<file path="src/hdl/tqwsa_pkg.sv">
// ----------------------------------------------------------------------------
// tqwsa_pkg: shared types and constants of the two-queue service arbiter
// Request and response payloads, operation and status codes, register
// indexes and the default sizes of the queues and the history ring.
// ----------------------------------------------------------------------------
package tqwsa_pkg;

  // Default sizes
  localparam int unsigned QUEUE_DEPTH_DEF   = 16;
  localparam int unsigned HISTORY_DEPTH_DEF = 16;

  // Field widths
  localparam int unsigned TAG_W     = 32;
  localparam int unsigned ACCOUNT_W = 31;
  localparam int unsigned INDEX_W   = 4;
  localparam int unsigned HCOUNT_W  = 5;
  localparam int unsigned BURST_W   = 4;
  localparam int unsigned KEEP_W    = 5;
  localparam int unsigned BCNT_W    = 5;

  // Configuration port
  localparam int unsigned CFG_INDEX_W = 1;
  localparam int unsigned CFG_DATA_W  = 5;
  localparam logic [CFG_INDEX_W-1:0] REG_REGULAR_BURST = 1'b0;
  localparam logic [CFG_INDEX_W-1:0] REG_HISTORY_KEEP  = 1'b1;
  localparam logic [BURST_W-1:0]     BURST_RESET       = 4'd3;
  localparam logic [KEEP_W-1:0]      KEEP_RESET        = 5'd10;
  localparam logic [BCNT_W-1:0]      BCNT_MAX          = 5'd31;

  typedef enum logic [1:0] {
    MODE_ENQ_REGULAR   = 2'd0,
    MODE_ENQ_PREFERRED = 2'd1,
    MODE_SERVE         = 2'd2,
    MODE_READ_HISTORY  = 2'd3
  } mode_t;

  typedef enum logic [1:0] {
    STATUS_OK    = 2'd0,
    STATUS_EMPTY = 2'd1,
    STATUS_FULL  = 2'd2,
    STATUS_RANGE = 2'd3
  } status_t;

  // Where the result entry of a request comes from
  typedef enum logic [1:0] {
    SRC_NONE,
    SRC_REGULAR,
    SRC_PREFERRED,
    SRC_HISTORY
  } src_t;

  typedef enum logic [1:0] {
    ST_IDLE,
    ST_ISSUE,
    ST_RETIRE
  } state_t;

  // One stored client: tag above account
  typedef struct packed {
    logic [TAG_W-1:0]     tag;
    logic [ACCOUNT_W-1:0] account;
  } entry_t;

  localparam int unsigned ENTRY_W = $bits(entry_t);

  typedef struct packed {
    mode_t                mode;
    logic [TAG_W-1:0]     client_tag;
    logic [ACCOUNT_W-1:0] account;
    logic [INDEX_W-1:0]   history_index;
  } req_t;

  typedef struct packed {
    status_t              status;
    logic                 from_preferential;
    logic [TAG_W-1:0]     out_tag;
    logic [ACCOUNT_W-1:0] out_account;
    logic [HCOUNT_W-1:0]  history_count;
  } rsp_t;

endpackage

</file>
<file path="src/hdl/tqwsa_chan_if.sv">
// ----------------------------------------------------------------------------
// tqwsa_chan_if: valid/ready channel
// Carries one payload per handshake; a request moves when valid and ready
// are both high at a rising clock edge.
// ----------------------------------------------------------------------------
interface tqwsa_chan_if #(
  parameter type payload_t = logic
);
  logic     valid;
  logic     ready;
  payload_t payload;

  modport source (output valid, output payload, input ready);
  modport sink (input valid, input payload, output ready);
endinterface

</file>
<file path="src/hdl/two_queue_weighted_service_arbiter.sv">
// ----------------------------------------------------------------------------
// two_queue_weighted_service_arbiter: regular/preferential client arbiter
// Each request passes the states idle (accept), issue (access the queue or
// history memory) and retire (pick up the registered read data and
// retire); retirement waits while the output register still holds a
// response that has not been taken. The next request is taken only after
// retirement, so the block does not accept a new request while one is in
// flight. The queue and history memories have a registered read port. A
// finished response waits in an output register while the next request is
// accepted. There is no clearing pass after reset; memory slots are only
// read after they were written.
// ----------------------------------------------------------------------------
module two_queue_weighted_service_arbiter #(
  parameter int unsigned QUEUE_DEPTH   = tqwsa_pkg::QUEUE_DEPTH_DEF,
  parameter int unsigned HISTORY_DEPTH = tqwsa_pkg::HISTORY_DEPTH_DEF
) (
  input  logic                              clk,
  input  logic                              rst,
  input  logic                              cfg_we,
  input  logic [tqwsa_pkg::CFG_INDEX_W-1:0] cfg_index,
  input  logic [tqwsa_pkg::CFG_DATA_W-1:0]  cfg_data,
  tqwsa_chan_if.sink                        req,
  tqwsa_chan_if.source                      rsp
);

  localparam int unsigned QIW = $clog2(QUEUE_DEPTH);
  localparam int unsigned HIW = (HISTORY_DEPTH > 1) ? $clog2(HISTORY_DEPTH) : 1;

  logic              q_we;
  logic [QIW:0]      q_waddr;
  tqwsa_pkg::entry_t q_wdata;
  logic              q_re;
  logic [QIW:0]      q_raddr;
  tqwsa_pkg::entry_t q_rdata;
  logic              h_we;
  logic [HIW-1:0]    h_waddr;
  tqwsa_pkg::entry_t h_wdata;
  logic              h_re;
  logic [HIW-1:0]    h_raddr;
  tqwsa_pkg::entry_t h_rdata;

  // Sequencer
  tqwsa_ctrl #(
    .QUEUE_DEPTH   (QUEUE_DEPTH),
    .HISTORY_DEPTH (HISTORY_DEPTH)
  ) u_ctrl (
    .clk       (clk),
    .rst       (rst),
    .cfg_we    (cfg_we),
    .cfg_index (cfg_index),
    .cfg_data  (cfg_data),
    .req       (req),
    .rsp       (rsp),
    .q_we      (q_we),
    .q_waddr   (q_waddr),
    .q_wdata   (q_wdata),
    .q_re      (q_re),
    .q_raddr   (q_raddr),
    .q_rdata   (q_rdata),
    .h_we      (h_we),
    .h_waddr   (h_waddr),
    .h_wdata   (h_wdata),
    .h_re      (h_re),
    .h_raddr   (h_raddr),
    .h_rdata   (h_rdata)
  );

  // Both client queues share one memory, split by the top address bit
  tqwsa_ram #(
    .AW (QIW + 1),
    .DW (tqwsa_pkg::ENTRY_W)
  ) u_queue_ram (
    .clk   (clk),
    .we    (q_we),
    .waddr (q_waddr),
    .wdata (q_wdata),
    .re    (q_re),
    .raddr (q_raddr),
    .rdata (q_rdata)
  );

  // History ring
  tqwsa_ram #(
    .AW (HIW),
    .DW (tqwsa_pkg::ENTRY_W)
  ) u_history_ram (
    .clk   (clk),
    .we    (h_we),
    .waddr (h_waddr),
    .wdata (h_wdata),
    .re    (h_re),
    .raddr (h_raddr),
    .rdata (h_rdata)
  );

endmodule

</file>
<file path="src/hdl/tqwsa_ram.sv">
// ----------------------------------------------------------------------------
// tqwsa_ram: single-port-write, single-port-read synchronous memory
// One write and one read per cycle; read data is registered and holds
// until the next read.
// ----------------------------------------------------------------------------
module tqwsa_ram #(
  parameter int unsigned AW = 4,
  parameter int unsigned DW = 63
) (
  input  logic          clk,
  input  logic          we,
  input  logic [AW-1:0] waddr,
  input  logic [DW-1:0] wdata,
  input  logic          re,
  input  logic [AW-1:0] raddr,
  output logic [DW-1:0] rdata
);

  logic [DW-1:0] mem [1 << AW];

  // Write port
  always_ff @(posedge clk) begin
    if (we) begin
      mem[waddr] <= wdata;
    end
  end

  // Registered read port
  always_ff @(posedge clk) begin
    if (re) begin
      rdata <= mem[raddr];
    end
  end

endmodule

</file>
<file path="src/hdl/tqwsa_ctrl.sv">
// ----------------------------------------------------------------------------
// tqwsa_ctrl: request sequencer of the two-queue service arbiter
// Holds the queue and history pointers, the burst counter and the
// configuration, issues memory accesses and retires one response per request.
// ----------------------------------------------------------------------------
module tqwsa_ctrl #(
  parameter int unsigned QUEUE_DEPTH   = tqwsa_pkg::QUEUE_DEPTH_DEF,
  parameter int unsigned HISTORY_DEPTH = tqwsa_pkg::HISTORY_DEPTH_DEF,
  localparam int unsigned QIW = $clog2(QUEUE_DEPTH),
  localparam int unsigned HIW = (HISTORY_DEPTH > 1) ? $clog2(HISTORY_DEPTH) : 1
) (
  input  logic                                   clk,
  input  logic                                   rst,
  input  logic                                   cfg_we,
  input  logic [tqwsa_pkg::CFG_INDEX_W-1:0]      cfg_index,
  input  logic [tqwsa_pkg::CFG_DATA_W-1:0]       cfg_data,
  tqwsa_chan_if.sink                             req,
  tqwsa_chan_if.source                           rsp,
  // Queue memory: {queue select, slot}
  output logic                                   q_we,
  output logic [QIW:0]                           q_waddr,
  output tqwsa_pkg::entry_t                      q_wdata,
  output logic                                   q_re,
  output logic [QIW:0]                           q_raddr,
  input  tqwsa_pkg::entry_t                      q_rdata,
  // History memory
  output logic                                   h_we,
  output logic [HIW-1:0]                         h_waddr,
  output tqwsa_pkg::entry_t                      h_wdata,
  output logic                                   h_re,
  output logic [HIW-1:0]                         h_raddr,
  input  tqwsa_pkg::entry_t                      h_rdata
);

  localparam int unsigned QCW = $clog2(QUEUE_DEPTH + 1);
  localparam int unsigned QSW = QCW + 1;
  localparam int unsigned HCW = $clog2(HISTORY_DEPTH + 1);
  localparam int unsigned HSW = HCW + 1;
  localparam int unsigned HXW = ((HCW > tqwsa_pkg::INDEX_W) ? HCW : tqwsa_pkg::INDEX_W) + 1;
  localparam logic Q_REGULAR   = 1'b0;
  localparam logic Q_PREFERRED = 1'b1;

  tqwsa_pkg::state_t  state;
  tqwsa_pkg::state_t  state_next;
  tqwsa_pkg::req_t    req_q;
  tqwsa_pkg::status_t res_status;
  tqwsa_pkg::src_t    res_src;
  tqwsa_pkg::rsp_t    rsp_q;
  tqwsa_pkg::rsp_t    rsp_next;
  logic               rsp_valid;

  logic [tqwsa_pkg::BURST_W-1:0] regular_burst;
  logic [tqwsa_pkg::KEEP_W-1:0]  history_keep;
  logic [tqwsa_pkg::BCNT_W-1:0]  burst_counter;
  logic [QIW-1:0]                reg_head;
  logic [QCW-1:0]                reg_count;
  logic [QIW-1:0]                pref_head;
  logic [QCW-1:0]                pref_count;
  logic [HIW-1:0]                hist_head;
  logic [HCW-1:0]                hist_fill;
  logic [HIW-1:0]                hist_head_next;
  logic [HCW-1:0]                hist_fill_next;

  logic accept;
  logic issue_en;
  logic retire_en;
  logic slot_free;

  // Issue-stage decode
  logic                         is_enq;
  logic                         enq_regular;
  logic [QIW-1:0]               enq_head;
  logic [QCW-1:0]               enq_count;
  logic                         enq_full;
  logic [QSW-1:0]               tail_sum;
  logic [QSW-1:0]               tail_wrap;
  logic [tqwsa_pkg::BCNT_W-1:0] bc_inc;
  logic                         take_reg;
  logic                         take_pref;
  logic [QIW-1:0]               reg_head_inc;
  logic [QIW-1:0]               pref_head_inc;
  logic                         idx_ok;
  logic [HXW-1:0]               hrd_sum;
  logic [HXW-1:0]               hrd_wrap;

  // Retire-stage history update
  tqwsa_pkg::entry_t entry;
  logic              append;
  logic [HSW-1:0]    hw_sum;
  logic [HSW-1:0]    hw_wrap;
  logic              fill_full;
  logic [HIW-1:0]    head_inc;
  logic [HCW-1:0]    fill1;
  logic [HIW-1:0]    head1;
  logic              keep_over;
  logic [HCW-1:0]    keep_eff;
  logic              trim;
  logic [HCW-1:0]    drop;
  logic [HSW-1:0]    h2_sum;
  logic [HSW-1:0]    h2_wrap;

  // Next state
  always_comb begin
    state_next = state;
    unique case (state)
      tqwsa_pkg::ST_IDLE: begin
        if (req.valid) begin
          state_next = tqwsa_pkg::ST_ISSUE;
        end
      end
      tqwsa_pkg::ST_ISSUE: begin
        state_next = tqwsa_pkg::ST_RETIRE;
      end
      tqwsa_pkg::ST_RETIRE: begin
        if (slot_free) begin
          state_next = tqwsa_pkg::ST_IDLE;
        end
      end
      default: begin
        state_next = tqwsa_pkg::ST_IDLE;
      end
    endcase
  end

  // State outputs
  always_comb begin
    req.ready = 1'b0;
    issue_en  = 1'b0;
    retire_en = 1'b0;
    unique case (state)
      tqwsa_pkg::ST_IDLE:   req.ready = 1'b1;
      tqwsa_pkg::ST_ISSUE:  issue_en  = 1'b1;
      tqwsa_pkg::ST_RETIRE: retire_en = slot_free;
      default: begin
      end
    endcase
  end

  assign accept    = req.valid && req.ready;
  assign slot_free = !rsp_valid || rsp.ready;

  always_ff @(posedge clk) begin
    if (rst) begin
      state <= tqwsa_pkg::ST_IDLE;
    end else begin
      state <= state_next;
    end
  end

  // Latch the accepted request
  always_ff @(posedge clk) begin
    if (accept) begin
      req_q <= req.payload;
    end
  end

  // Configuration writes
  always_ff @(posedge clk) begin
    if (rst) begin
      regular_burst <= tqwsa_pkg::BURST_RESET;
      history_keep  <= tqwsa_pkg::KEEP_RESET;
    end else if (cfg_we) begin
      unique case (cfg_index)
        tqwsa_pkg::REG_REGULAR_BURST: regular_burst <= cfg_data[tqwsa_pkg::BURST_W-1:0];
        tqwsa_pkg::REG_HISTORY_KEEP:  history_keep  <= cfg_data[tqwsa_pkg::KEEP_W-1:0];
        default: begin
        end
      endcase
    end
  end

  // Issue: enqueue slot and full check
  assign is_enq      = (req_q.mode == tqwsa_pkg::MODE_ENQ_REGULAR) ||
                       (req_q.mode == tqwsa_pkg::MODE_ENQ_PREFERRED);
  assign enq_regular = (req_q.mode == tqwsa_pkg::MODE_ENQ_REGULAR);
  assign enq_head    = enq_regular ? reg_head : pref_head;
  assign enq_count   = enq_regular ? reg_count : pref_count;
  assign enq_full    = (enq_count == QCW'(QUEUE_DEPTH));
  assign tail_sum    = QSW'(enq_head) + QSW'(enq_count);
  assign tail_wrap   = (tail_sum >= QSW'(QUEUE_DEPTH)) ? tail_sum - QSW'(QUEUE_DEPTH) : tail_sum;

  // Issue: serve decision, burst counter saturates
  assign bc_inc    = (burst_counter != tqwsa_pkg::BCNT_MAX) ? burst_counter + 1'b1
                                                            : burst_counter;
  assign take_reg  = (bc_inc <= {1'b0, regular_burst}) && (reg_count != '0);
  assign take_pref = !take_reg && (pref_count != '0);
  assign reg_head_inc  = (reg_head == QIW'(QUEUE_DEPTH - 1)) ? '0 : reg_head + 1'b1;
  assign pref_head_inc = (pref_head == QIW'(QUEUE_DEPTH - 1)) ? '0 : pref_head + 1'b1;

  // Issue: history read address
  assign idx_ok   = HXW'(req_q.history_index) < HXW'(hist_fill);
  assign hrd_sum  = HXW'(hist_head) + HXW'(req_q.history_index);
  assign hrd_wrap = (hrd_sum >= HXW'(HISTORY_DEPTH)) ? hrd_sum - HXW'(HISTORY_DEPTH) : hrd_sum;

  // Memory accesses of the issue cycle; each request finishes its writes
  // before the next one reads, so no forwarding is needed
  assign q_we    = issue_en && is_enq && !enq_full;
  assign q_waddr = {enq_regular ? Q_REGULAR : Q_PREFERRED, tail_wrap[QIW-1:0]};
  assign q_wdata = '{tag: req_q.client_tag, account: req_q.account};
  assign q_re    = issue_en && (req_q.mode == tqwsa_pkg::MODE_SERVE) && (take_reg || take_pref);
  assign q_raddr = take_reg ? {Q_REGULAR, reg_head} : {Q_PREFERRED, pref_head};
  assign h_re    = issue_en && (req_q.mode == tqwsa_pkg::MODE_READ_HISTORY) && idx_ok;
  assign h_raddr = hrd_wrap[HIW-1:0];

  // Issue: update queue pointers and the burst counter
  always_ff @(posedge clk) begin
    if (rst) begin
      reg_head      <= '0;
      reg_count     <= '0;
      pref_head     <= '0;
      pref_count    <= '0;
      burst_counter <= '0;
    end else if (issue_en) begin
      case (req_q.mode)
        tqwsa_pkg::MODE_ENQ_REGULAR: begin
          if (!enq_full) begin
            reg_count <= reg_count + 1'b1;
          end
        end
        tqwsa_pkg::MODE_ENQ_PREFERRED: begin
          if (!enq_full) begin
            pref_count <= pref_count + 1'b1;
          end
        end
        tqwsa_pkg::MODE_SERVE: begin
          if (take_reg) begin
            reg_head      <= reg_head_inc;
            reg_count     <= reg_count - 1'b1;
            burst_counter <= bc_inc;
          end else begin
            burst_counter <= '0;
            if (take_pref) begin
              pref_head  <= pref_head_inc;
              pref_count <= pref_count - 1'b1;
            end
          end
        end
        default: begin
        end
      endcase
    end
  end

  // Issue: record outcome for the retire cycle
  always_ff @(posedge clk) begin
    if (issue_en) begin
      res_status <= tqwsa_pkg::STATUS_OK;
      res_src    <= tqwsa_pkg::SRC_NONE;
      case (req_q.mode)
        tqwsa_pkg::MODE_ENQ_REGULAR, tqwsa_pkg::MODE_ENQ_PREFERRED: begin
          if (enq_full) begin
            res_status <= tqwsa_pkg::STATUS_FULL;
          end
        end
        tqwsa_pkg::MODE_SERVE: begin
          if (take_reg) begin
            res_src <= tqwsa_pkg::SRC_REGULAR;
          end else if (take_pref) begin
            res_src <= tqwsa_pkg::SRC_PREFERRED;
          end else begin
            res_status <= tqwsa_pkg::STATUS_EMPTY;
          end
        end
        default: begin
          if (idx_ok) begin
            res_src <= tqwsa_pkg::SRC_HISTORY;
          end else begin
            res_status <= tqwsa_pkg::STATUS_RANGE;
          end
        end
      endcase
    end
  end

  // Retire: append the served client and trim to the keep limit
  assign entry     = (res_src == tqwsa_pkg::SRC_HISTORY) ? h_rdata : q_rdata;
  assign append    = (res_src == tqwsa_pkg::SRC_REGULAR) || (res_src == tqwsa_pkg::SRC_PREFERRED);
  assign hw_sum    = HSW'(hist_head) + HSW'(hist_fill);
  assign hw_wrap   = (hw_sum >= HSW'(HISTORY_DEPTH)) ? hw_sum - HSW'(HISTORY_DEPTH) : hw_sum;
  assign fill_full = (hist_fill == HCW'(HISTORY_DEPTH));
  assign head_inc  = (hist_head == HIW'(HISTORY_DEPTH - 1)) ? '0 : hist_head + 1'b1;
  assign fill1     = fill_full ? hist_fill : hist_fill + 1'b1;
  assign head1     = fill_full ? head_inc : hist_head;
  assign keep_over = {3'b000, history_keep} > 8'(HISTORY_DEPTH);
  assign keep_eff  = keep_over ? HCW'(HISTORY_DEPTH) : HCW'(history_keep);
  assign trim      = fill1 > keep_eff;
  assign drop      = trim ? fill1 - keep_eff : '0;
  assign h2_sum    = HSW'(head1) + HSW'(drop);
  assign h2_wrap   = (h2_sum >= HSW'(HISTORY_DEPTH)) ? h2_sum - HSW'(HISTORY_DEPTH) : h2_sum;

  assign hist_head_next = append ? h2_wrap[HIW-1:0] : hist_head;
  assign hist_fill_next = append ? (trim ? keep_eff : fill1) : hist_fill;

  assign h_we    = retire_en && append;
  assign h_waddr = hw_wrap[HIW-1:0];
  assign h_wdata = q_rdata;

  always_ff @(posedge clk) begin
    if (rst) begin
      hist_head <= '0;
      hist_fill <= '0;
    end else if (retire_en) begin
      hist_head <= hist_head_next;
      hist_fill <= hist_fill_next;
    end
  end

  // Retire: build the response
  always_comb begin
    rsp_next                   = '0;
    rsp_next.status            = res_status;
    rsp_next.from_preferential = (res_src == tqwsa_pkg::SRC_PREFERRED);
    rsp_next.history_count     = tqwsa_pkg::HCOUNT_W'(hist_fill_next);
    if (res_src != tqwsa_pkg::SRC_NONE) begin
      rsp_next.out_tag     = entry.tag;
      rsp_next.out_account = entry.account;
    end
  end

  // Output register: hold until taken
  always_ff @(posedge clk) begin
    if (rst) begin
      rsp_valid <= 1'b0;
    end else if (retire_en) begin
      rsp_valid <= 1'b1;
    end else if (rsp.ready) begin
      rsp_valid <= 1'b0;
    end
  end

  always_ff @(posedge clk) begin
    if (retire_en) begin
      rsp_q <= rsp_next;
    end
  end

  assign rsp.valid   = rsp_valid;
  assign rsp.payload = rsp_q;

  // A retired request shows up at the output
  a_retire_shows: assert property (@(posedge clk) disable iff (rst)
    retire_en |=> rsp_valid)
    else $error("retired request not presented");

  // Queue memory is never written and read in the same cycle
  a_qmem_excl: assert property (@(posedge clk) disable iff (rst)
    !(q_we && q_re))
    else $error("queue memory write and read overlap");

  // A serve that skips the regular queue clears the burst counter
  a_burst_clear: assert property (@(posedge clk) disable iff (rst)
    (issue_en && (req_q.mode == tqwsa_pkg::MODE_SERVE) && !take_reg) |=>
    (burst_counter == '0))
    else $error("burst counter not cleared");

  // After an append the history holds no more than the keep limit
  a_hist_keep: assert property (@(posedge clk) disable iff (rst)
    (retire_en && append) |=> (hist_fill <= keep_eff))
    else $error("history exceeds keep limit");

endmodule

</file>
<file path="src/flat_wrapper.sv">
// flat-port wrapper written by rule: the top's interface ports become plain ports
module two_queue_weighted_service_arbiter_flat import tqwsa_pkg::*;
#(
  parameter int unsigned QUEUE_DEPTH   = tqwsa_pkg::QUEUE_DEPTH_DEF,
  parameter int unsigned HISTORY_DEPTH = tqwsa_pkg::HISTORY_DEPTH_DEF
)
  (clk, rst, cfg_we, cfg_index, cfg_data, req_valid, req_payload, req_ready, rsp_valid, rsp_payload, rsp_ready);
  tqwsa_chan_if #(.payload_t(req_t)) req_i ();
  tqwsa_chan_if #(.payload_t(rsp_t)) rsp_i ();
  input  logic clk;
  input  logic rst;
  input  logic cfg_we;
  input  logic [tqwsa_pkg::CFG_INDEX_W-1:0] cfg_index;
  input  logic [tqwsa_pkg::CFG_DATA_W-1:0] cfg_data;
  input wire logic [$bits(req_i.valid)-1:0] req_valid;
  input wire logic [$bits(req_i.payload)-1:0] req_payload;
  output wire logic [$bits(req_i.ready)-1:0] req_ready;
  output wire logic [$bits(rsp_i.valid)-1:0] rsp_valid;
  output wire logic [$bits(rsp_i.payload)-1:0] rsp_payload;
  input wire logic [$bits(rsp_i.ready)-1:0] rsp_ready;
  assign req_i.valid = req_valid;
  assign req_i.payload = req_payload;
  assign req_ready = req_i.ready;
  assign rsp_valid = rsp_i.valid;
  assign rsp_payload = rsp_i.payload;
  assign rsp_i.ready = rsp_ready;
  two_queue_weighted_service_arbiter #(.QUEUE_DEPTH(QUEUE_DEPTH), .HISTORY_DEPTH(HISTORY_DEPTH)) u_core (.clk(clk), .rst(rst), .cfg_we(cfg_we), .cfg_index(cfg_index), .cfg_data(cfg_data), .req(req_i), .rsp(rsp_i));
endmodule
</file>
<file path="config.mk">
export PLATFORM = sky130hd
export DESIGN_NAME = two_queue_weighted_service_arbiter_flat
export DESIGN_NICKNAME = d
export VERILOG_FILES = /design/src/hdl/tqwsa_pkg.sv /design/src/hdl/tqwsa_chan_if.sv /design/src/hdl/two_queue_weighted_service_arbiter.sv /design/src/hdl/tqwsa_ram.sv /design/src/hdl/tqwsa_ctrl.sv /design/src/flat_wrapper.sv
export SDC_FILE = /design/constraint.sdc
export NUM_CORES = 2
export LEC_CHECK = 0
export ABC_AREA = 0
export CORE_MARGIN = 1
export CORE_UTILIZATION = 54
export DETAILED_ROUTE_END_ITERATION = 7
export DONT_BUFFER_PORTS = 1
export PLACE_DENSITY_LB_ADDON = 0.3
export SLEW_MARGIN = 15
export SYNTH_ARGS = -nofsm -noshare
export SYNTH_HDL_FRONTEND = slang
export SYNTH_HIERARCHICAL = 1
export SYNTH_SLANG_ARGS = --single-unit
</file>
<file path="constraint.sdc">
create_clock -name clk -period 18.35 [get_ports clk]
set_input_delay 3.67 -clock clk [delete_from_list [all_inputs] [get_ports clk]]
set_output_delay 3.67 -clock clk [all_outputs]
set_load 0.02 [all_outputs]
</file>
# [After elaboration in Yosys (flattened, before gate mapping)]
# Memories as Yosys holds them, arrays and structs flattened. A register that Yosys moved wholly into a read port is not among the register bits.
# Index checks and enable logic that the tools add are counted.
[op_classes] reduce_logical=35 mux=48 order_cmp=8 n_bitwise=2 n_addsub=18 eq_ne=21
[ops] operator="two-way mux 5 bit" n=14
[ops] operator="two-way mux 63 bit" n=1
[ops] operator="two-way mux 4 bit" n=9
[ops] operator="adder 5 x 1 -> 5 bit (second input constant)" n=4
[ops] operator="case mux 5 bit (2 select lines)" n=2
[ops] operator="adder 4 x 5 -> 6 bit" n=3
[ops] operator=">= comparator 6 x 5 -> 1 bit (second input constant)" n=3
[ops] operator="subtractor 4 x 1 -> 4 bit (second input constant)" n=4
[ops] operator="two-way mux 2 bit" n=7
[ops] operator="inequality test 2 bit (second input constant)" n=7
[ops] operator="adder 4 x 1 -> 4 bit (second input constant)" n=3
[ops] operator="== test 4 bit (second input constant)" n=3
[ops] operator="two-way mux 1 bit" n=12
[ops] operator="== test 2 bit (second input constant)" n=5
[ops] operator="== test 5 bit (second input constant)" n=2
[ops] operator="logical AND 1 bit" n=10
[ops] operator="AND reduction 2 bit" n=5
[ops] operator="nonzero test 5 bit" n=2
[ops] operator="subtractor 5 x 1 -> 5 bit (second input constant)" n=2
[ops] operator="case mux 2 bit (2 select lines)" n=2
[ops] operator="AND reduction 4 bit" n=2
[ops] operator="nonzero test 2 bit" n=4
[ops] operator="== test 2 x 1 -> 1 bit (second input constant)" n=3
[ops] operator="case mux 2 bit (3 select lines)" n=1
[ops] operator="15 further kinds" n=22
[word_totals] output_inout_bits=73 regBits=188 mem_bits_rw=3024 inputBits=80 mem_count=2 wordCells=156
[mem_list] name="u_core.u_queue_ram.mem" words=32 width=63 rd=1 rd_ports_with_merged_regs=1 wr=1 line_no="tqwsa_ram.sv:19" rtl="logic [DW-1:0] mem [1 << AW];"
[mem_list] name="u_core.u_history_ram.mem" words=16 width=63 rd=1 rd_ports_with_merged_regs=1 wr=1 line_no="tqwsa_ram.sv:19"

# [Logic depth before layout (Yosys ltp)]
[logic_depth] depth_word=9 ltp_mapped=19 mapped_depth_nobuf=16

# [Modules after synthesis]
# The synthesis kept the hierarchy.
[modules_own_cells] mod="tqwsa_ram (u_core.u_queue_ram)" seq_area_each_um2=62429.9 instances=1 cells_each=3055 area_each_um2=78432.7
[modules_own_cells] mod="tqwsa_ram (u_core.u_history_ram)" seq_area_each_um2=32160.8 instances=1 cells_each=1622 area_each_um2=39620.5
[modules_own_cells] mod="tqwsa_ctrl" seq_area_each_um2=5205.0 instances=1 cells_each=873 area_each_um2=9979.6

# [Worst setup path before layout]
# Ideal clock, no wire load.
[synth_timing] kind="input to register" from="input rsp_ready" to="memory u_core.u_history_ram.mem[0][0] (enable)" n_path_buf=0 arrival_time_ns=12.052 required_ns=17.789 setup_ns=0.561 path_stages=6 setup_slack_ns=5.737 path_cell_list="nor2b_1 nor2_1 nand2_1 clkinv_1 or3b_2 nor3_1"
[synth_between] elab_chain_cells=5
[synth_lines] element="start, declared" line_no="flat_wrapper.sv:20" rtl="input wire logic [$bits(rsp_i.ready)-1:0] rsp_ready;"
[synth_lines] element="logical OR 1 bit" line_no="tqwsa_ctrl.sv:140" rtl="assign slot_free = !rsp_valid || rsp.ready;"
[synth_lines] element="two-way mux 1 bit" line_no="tqwsa_ctrl.sv:130" rtl="unique case (state)"
[synth_lines] element="via u_core.u_ctrl.retire_en" line_no="tqwsa_ctrl.sv:66" rtl="logic retire_en;"
[synth_lines] element="logical AND 1 bit" line_no="tqwsa_ctrl.sv:294" rtl="assign h_we = retire_en && append;"
[synth_lines] element="via u_core.h_we" line_no="two_queue_weighted_service_arbiter.sv:35" rtl="logic h_we;"
[synth_lines] element="two-way mux 1 bit" line_no="tqwsa_ram.sv:23" rtl="if (we) begin"
[synth_lines] element="two-way mux 1 bit (not written as such)" line_no="tqwsa_ram.sv:24" rtl="mem[waddr] <= wdata;"
[synth_lines] element="end, declared" line_no="tqwsa_ram.sv:19"
# The timed path passes the listed nets, and every way through them passes these cells.

# [Final worst setup path]
[layout_timing] from="register u_core/u_ctrl/burst_counter[0] (netlist name)" to="register u_core.u_queue_ram.rdata[60], read port of u_core.u_queue_ram.mem, data pin"
[layout_between] elab_cells_between_ends=10 cone_classes="add/sub: 1; order compare: 1; eq/ne: 1; mux: 2; reduce/logical: 5"
[layout_rtl] element="start, declared" line_no="tqwsa_ctrl.sv:54" rtl="logic [tqwsa_pkg::BCNT_W-1:0] burst_counter;"
[layout_rtl] element="start signal, assigned" line_no="tqwsa_ctrl.sv:229" rtl="burst_counter <= bc_inc;"
[layout_rtl] element="adder 5 x 1 -> 5 bit / inequality test 5 bit (equally long branches)" line_no="tqwsa_ctrl.sv:183" rtl="assign bc_inc = (burst_counter != tqwsa_pkg::BCNT_MAX) ? burst_counter + 1'b1"
[layout_rtl] element="two-way mux 5 bit (*)" line_no="tqwsa_ctrl.sv:183"
[layout_rtl] element="<= comparator 5 x 4 -> 1 bit (*)" line_no="tqwsa_ctrl.sv:185" rtl="assign take_reg = (bc_inc <= {1'b0, regular_burst}) && (reg_count != '0);"
[layout_rtl] element="logical AND 1 bit (*)" line_no="tqwsa_ctrl.sv:185"
[layout_rtl] element="two-way mux 5 bit (*)" line_no="tqwsa_ctrl.sv:201" rtl="assign q_raddr = take_reg ? {Q_REGULAR, reg_head} : {Q_PREFERRED, pref_head};"
[layout_rtl] element="via u_core.q_raddr[4]" line_no="two_queue_weighted_service_arbiter.sv:33" rtl="logic [QIW:0] q_raddr;"
[layout_rtl] element="end, declared" line_no="tqwsa_ram.sv:16" rtl="output logic [DW-1:0] rdata"
# Mark *: on every way through the listed nets, which the timed path passes. The rest lies on a longest branch.
# A chain may end at the register's enable or synchronous reset.

==> metrics.csv <==
stage,metric,value,unit
global_routing,grt total ovfl,0,
clock_network,Post-CTS Setup Bufs,0,
synthesis,"Cell Area, Synth",128000,um2
power_and_ir_drop,Lkg Pwr,43.52,nW
timing,Max Freq,119.5,MHz
final_layout,layout cells sized above 1,27.36,%
floorplanning,Die W,488.9,um
synthesis,most instantiated library cell after synthesis,edfxtp_1,
drt,vias per inst,6.523,
placement,gpl congestion,0.7752,
final_layout,fin util,60.28,%
timing,setup tns final,0,ns
drt,Routed Antenna Nets,0,
setup_path,CP Data Arrival Time,9.07,ns
global_routing,global-route wire length before repair,433800,um
setup_path,capture point of the worst reg-to-reg path,u_core/u_queue_ram/rdata[60],
timing,Slew Limit Fails,0,
timing,Worst-Margin Slew,1.200,ns
floorplanning,num rows,178,
final_layout,FILL cells,15740,
timing,period utilisation layout,45.59,%
drt,via count,58970,
setup_path,critical path required time,19.06,ns
timing,final worst setup slack,9.984,ns
drt,Detailed Routing Iterations Pass 1,7,
placement,I/O Buffers,0,
synthesis,Post-Syn Instances,5550,
outcome,status,"complete, no violations",
synthesis,Yosys top cell area share,77.26,%
setup_path,Crit Path Category,reg -> reg,
power_and_ir_drop,clock group share of total power,42.6,%
clock_network,H-tree levels,5,
synthesis,Async SR Flop Fraction,0,%
synthesis,Yosys reg bits,3338,
floorplanning,die area,239000,um2
clock_network,hold_buf cts,0,
synthesis,Post-synth EDFFs,3294,
power_and_ir_drop,Flop pwr share,54.4,%
drt,routed len/inst,33.61,um
drt,DRC violation count after routing,0,
global_routing,gr usage total,25.82,%
power_and_ir_drop,NetSw,3.174,mW
clock_network,TritonCTS Buffers,345,
timing,Slew Limit Headroom,19.82,%
timing,minimum clock period,8.366,ns
floorplanning,Initial Util,54.39,%
job,MaxCap Viol Count,0,
global_routing,antenna violations before repair,27,
hold_path,HP Start,u_core/u_ctrl/res_status[0],
hold_path,hold path cells,0,
setup_path,crit end category,flip-flop,
drt,final WL,303800,um
power_and_ir_drop,combinational share of power,3.1,%
hold_path,hold-critical path endpoint,u_core/u_ctrl/rsp.payload[69],
timing,count of final setup violators,0,
synthesis,ys flop type,edfxtp_1,
power_and_ir_drop,overall power,15.69,mW
clock_network,later-pin clock latency in the skew report,0.97,ns
clock_network,Sink Count,3338,
synthesis,Cell variety after synth,62,
synthesis,syn nets,5676,
setup_path,startpoint types,flip-flop,
synthesis,Area contributors post-synth,"edfxtp_1 77%, mux4_2 15%, buf_4 0.99%, mux2i_1 0.88%, mux2_2 0.78%",
floorplanning,Core Area,235400,um2
clock_network,clock-pin slew on the worst setup and hold paths,0.06,ns
setup_path,R2R setup slack,9.98,ns
drt,Initial DRC Count,7206,
final_layout,NumNets Final,5762,
power_and_ir_drop,PD cells,110.6,nW/um2
synthesis,cell taking the most area after synthesis,edfxtp_1,
final_layout,Syn-to-layout area delta,10.83,%
floorplanning,chip height,488.9,um
timing,Final Hold Viols,0,
placement,Post-DP HPWL,154900,um
clock_network,TritonCTS clock tree,done,
hold_path,worst hold path class,reg -> reg,
timing,RSZ-0062 raised after global routing,false,
synthesis,Synthesis Warnings,6,
power_and_ir_drop,Internal Power,12.52,mW
power_and_ir_drop,VDD IR max,0.08374,mV
timing,worst hold slack,0.4364,ns
synthesis,Commonest cells post-synth,"3294 x edfxtp_1, 843 x mux4_2, 169 x buf_4",
setup_path,FF-to-FF Start,u_core/u_ctrl/burst_counter[0],
clock_network,Resized cells post-CTS,0,
setup_path,crit path max fanout,96,
setup_path,r2r worst-path depth,16,
placement,setup slack after placement,9.931,ns
synthesis,register area share after synthesis,77.95,%
clock_network,Clk Tree Root Cell,clkbuf_16,
synthesis,Mean Syn Cell Area,23.07,um2
timing,clk_skew,0.07917,ns
clock_network,Clock Tree Buf Depth,4,
floorplanning,io pins,153,
global_routing,largest net degree at the start of global routing,139,
power_and_ir_drop,switching part of the total,20.23,%
global_routing,number of global-route vias before repair,60050,
critical path, cell delays in order (launching register included):
cell and delay [ns]:
dfxtp_1 0.42, ha_1 0.27, nand4_1 0.28, mux2_2 0.38, ha_1 0.29, nor2b_1 0.13
o21a_1 0.16, o21a_1 0.20, o21ai_1 0.57, nand2_4 0.70, mux2_8 1.10, buf_12 0.61
buf_4 0.73, buf_4 0.66, mux4_2 0.60, mux4_2 0.48, mux2_2 0.28
cell type report:
| type | instances | area (um2) | share of cell area (%) |
|---|---|---|---|
| clock inverter | 188 | 1735 | 1.223 |
| timing repair buffer | 135 | 1089 | 0.7671 |
| tap | 3150 | 3941 | 2.778 |
| multi-input combinational | 1782 | 26260 | 18.50 |
| antenna | 5 | 12.51 | 0.008817 |
| clock buffer | 408 | 8934 | 6.296 |
| inverter | 34 | 135.1 | 0.09523 |
| sequential | 3338 | 99800 | 70.33 |
placed cells by master (no fill, tap or decap), drive strengths merged, types with 5 or more instances in the layout:
cell type,count
a211oi,8
a21o,11
a21oi,35
a221oi,12
a22oi,132
a31oi,5
and2,11
buf,135
bufinv,30
clkbuf,408
clkinv,137
clkinvlp,10
dfxtp,44
diode,5
edfxtp,3294
fa,7
ha,39
inv,45
mux2,89
mux2i,112
mux4,843
nand2,113
nand2b,10
nand3,27
nand3b,7
nor2,150
nor2b,19
nor3,11
nor4,5
o2111ai,6
o211ai,14
o21a,7
o21ai,25
o22ai,12
xnor2,19
xor2,8
power groups by stage:
| stage | logic [mW] | clock network [mW] | registers (mW) |
|---|---|---|---|
| after floorplan | 0.413 | 0 | 8.60 |
| after global placement | 0.476 | 0 | 8.68 |
| after detailed placement | 0.482 | 0 | 8.69 |
| after CTS | 0.484 | 6.78 | 8.53 |
| after global routing | 0.512 | 7.06 | 8.54 |
| final | 0.480 | 6.68 | 8.53 |
logic make-up (layout without fill, tap and decap cells):
family	count (synthesis)	after routing	share of synthesized area, %
flip-flops	3338	3338	77.95
adder cells (fa/ha/maj)	46	46	0.4906
AO/OA/AOI/OAI	292	292	1.645
multiplexers	1044	1044	16.49
buffers and inverters	430	765	1.934
AND/OR/NAND/NOR	373	373	1.313
other	0	5	0
XOR/XNOR	27	27	0.1847
flip-flops by register name (all words and copies together), names as in the netlist:
| name | flops |
|---|---|
| u_core/u_ctrl/rsp.valid | 1 |
| u_core/u_ctrl/reg_count | 5 |
| u_core/u_ctrl/pref_head | 4 |
| u_core/u_ctrl/regular_burst | 4 |
| u_core/u_ctrl/reg_head | 4 |
| u_core/u_ctrl/res_status | 2 |
| u_core/u_queue_ram/rdata | 63 |
| u_core/u_ctrl/q_wdata | 63 |
| u_core/u_ctrl/state | 2 |
| u_core/u_queue_ram/mem | 2016 |
| u_core/u_ctrl/hist_fill | 5 |
| u_core/u_ctrl/history_keep | 5 |
| u_core/u_history_ram/rdata | 63 |
| u_core/u_ctrl/rsp.payload | 71 |
| u_core/u_ctrl/req_q | 6 |
| u_core/u_ctrl/burst_counter | 5 |
| u_core/u_ctrl/hist_head | 4 |
| u_core/u_history_ram/mem | 1008 |
| u_core/u_ctrl/res_src | 2 |
| u_core/u_ctrl/pref_count | 5 |
how the worst max path moves through the flow:
stage,startpoint,depth (start not counted),to,slack [ns]
finish,u_core/u_ctrl/burst_counter[0],16,u_core/u_queue_ram/rdata[60],9.98
global route,u_core/u_ctrl/burst_counter[0],16,u_core/u_queue_ram/rdata[60],9.39
CTS,u_core/u_ctrl/burst_counter[0],16,u_core/u_queue_ram/rdata[60],9.87
detailed placement,u_core/u_ctrl/burst_counter[0],16,u_core/u_queue_ram/rdata[60],9.93
global placement,u_core/u_ctrl/burst_counter[0],16,u_core/u_queue_ram/rdata[60],9.99
floorplan,rsp_ready,6,u_core/u_history_ram/mem[0][0],5.74
metal layers:
metal / track usage [%] / vias to the layer above / wire, um / part of all wire (%)
met5: 0 / - / 90 / 0.030
met4: 6.297 / 12 / 6700 / 2.2
met3: 4.351 / 478 / 27660 / 9.1
met2: 42.89 / 3082 / 152200 / 50
met1: 35.97 / 31870 / 117100 / 39
li1: - / 23530 / - / -
stage by stage:
| step | instance area, um2 | std cells |
|---|---|---|
| 2_1_floorplan | 128000 | 5550 |
| 3_3_place_gp | 131200 | 8439 |
| 5_1_grt | 141900 | 9036 |
| 4_1_cts | 141900 | 9035 |
| 3_5_place_dp | 131200 | 8439 |
| 6_report | 141900 | 9040 |
No activity file was read; power rests on OpenSTA's default activity.
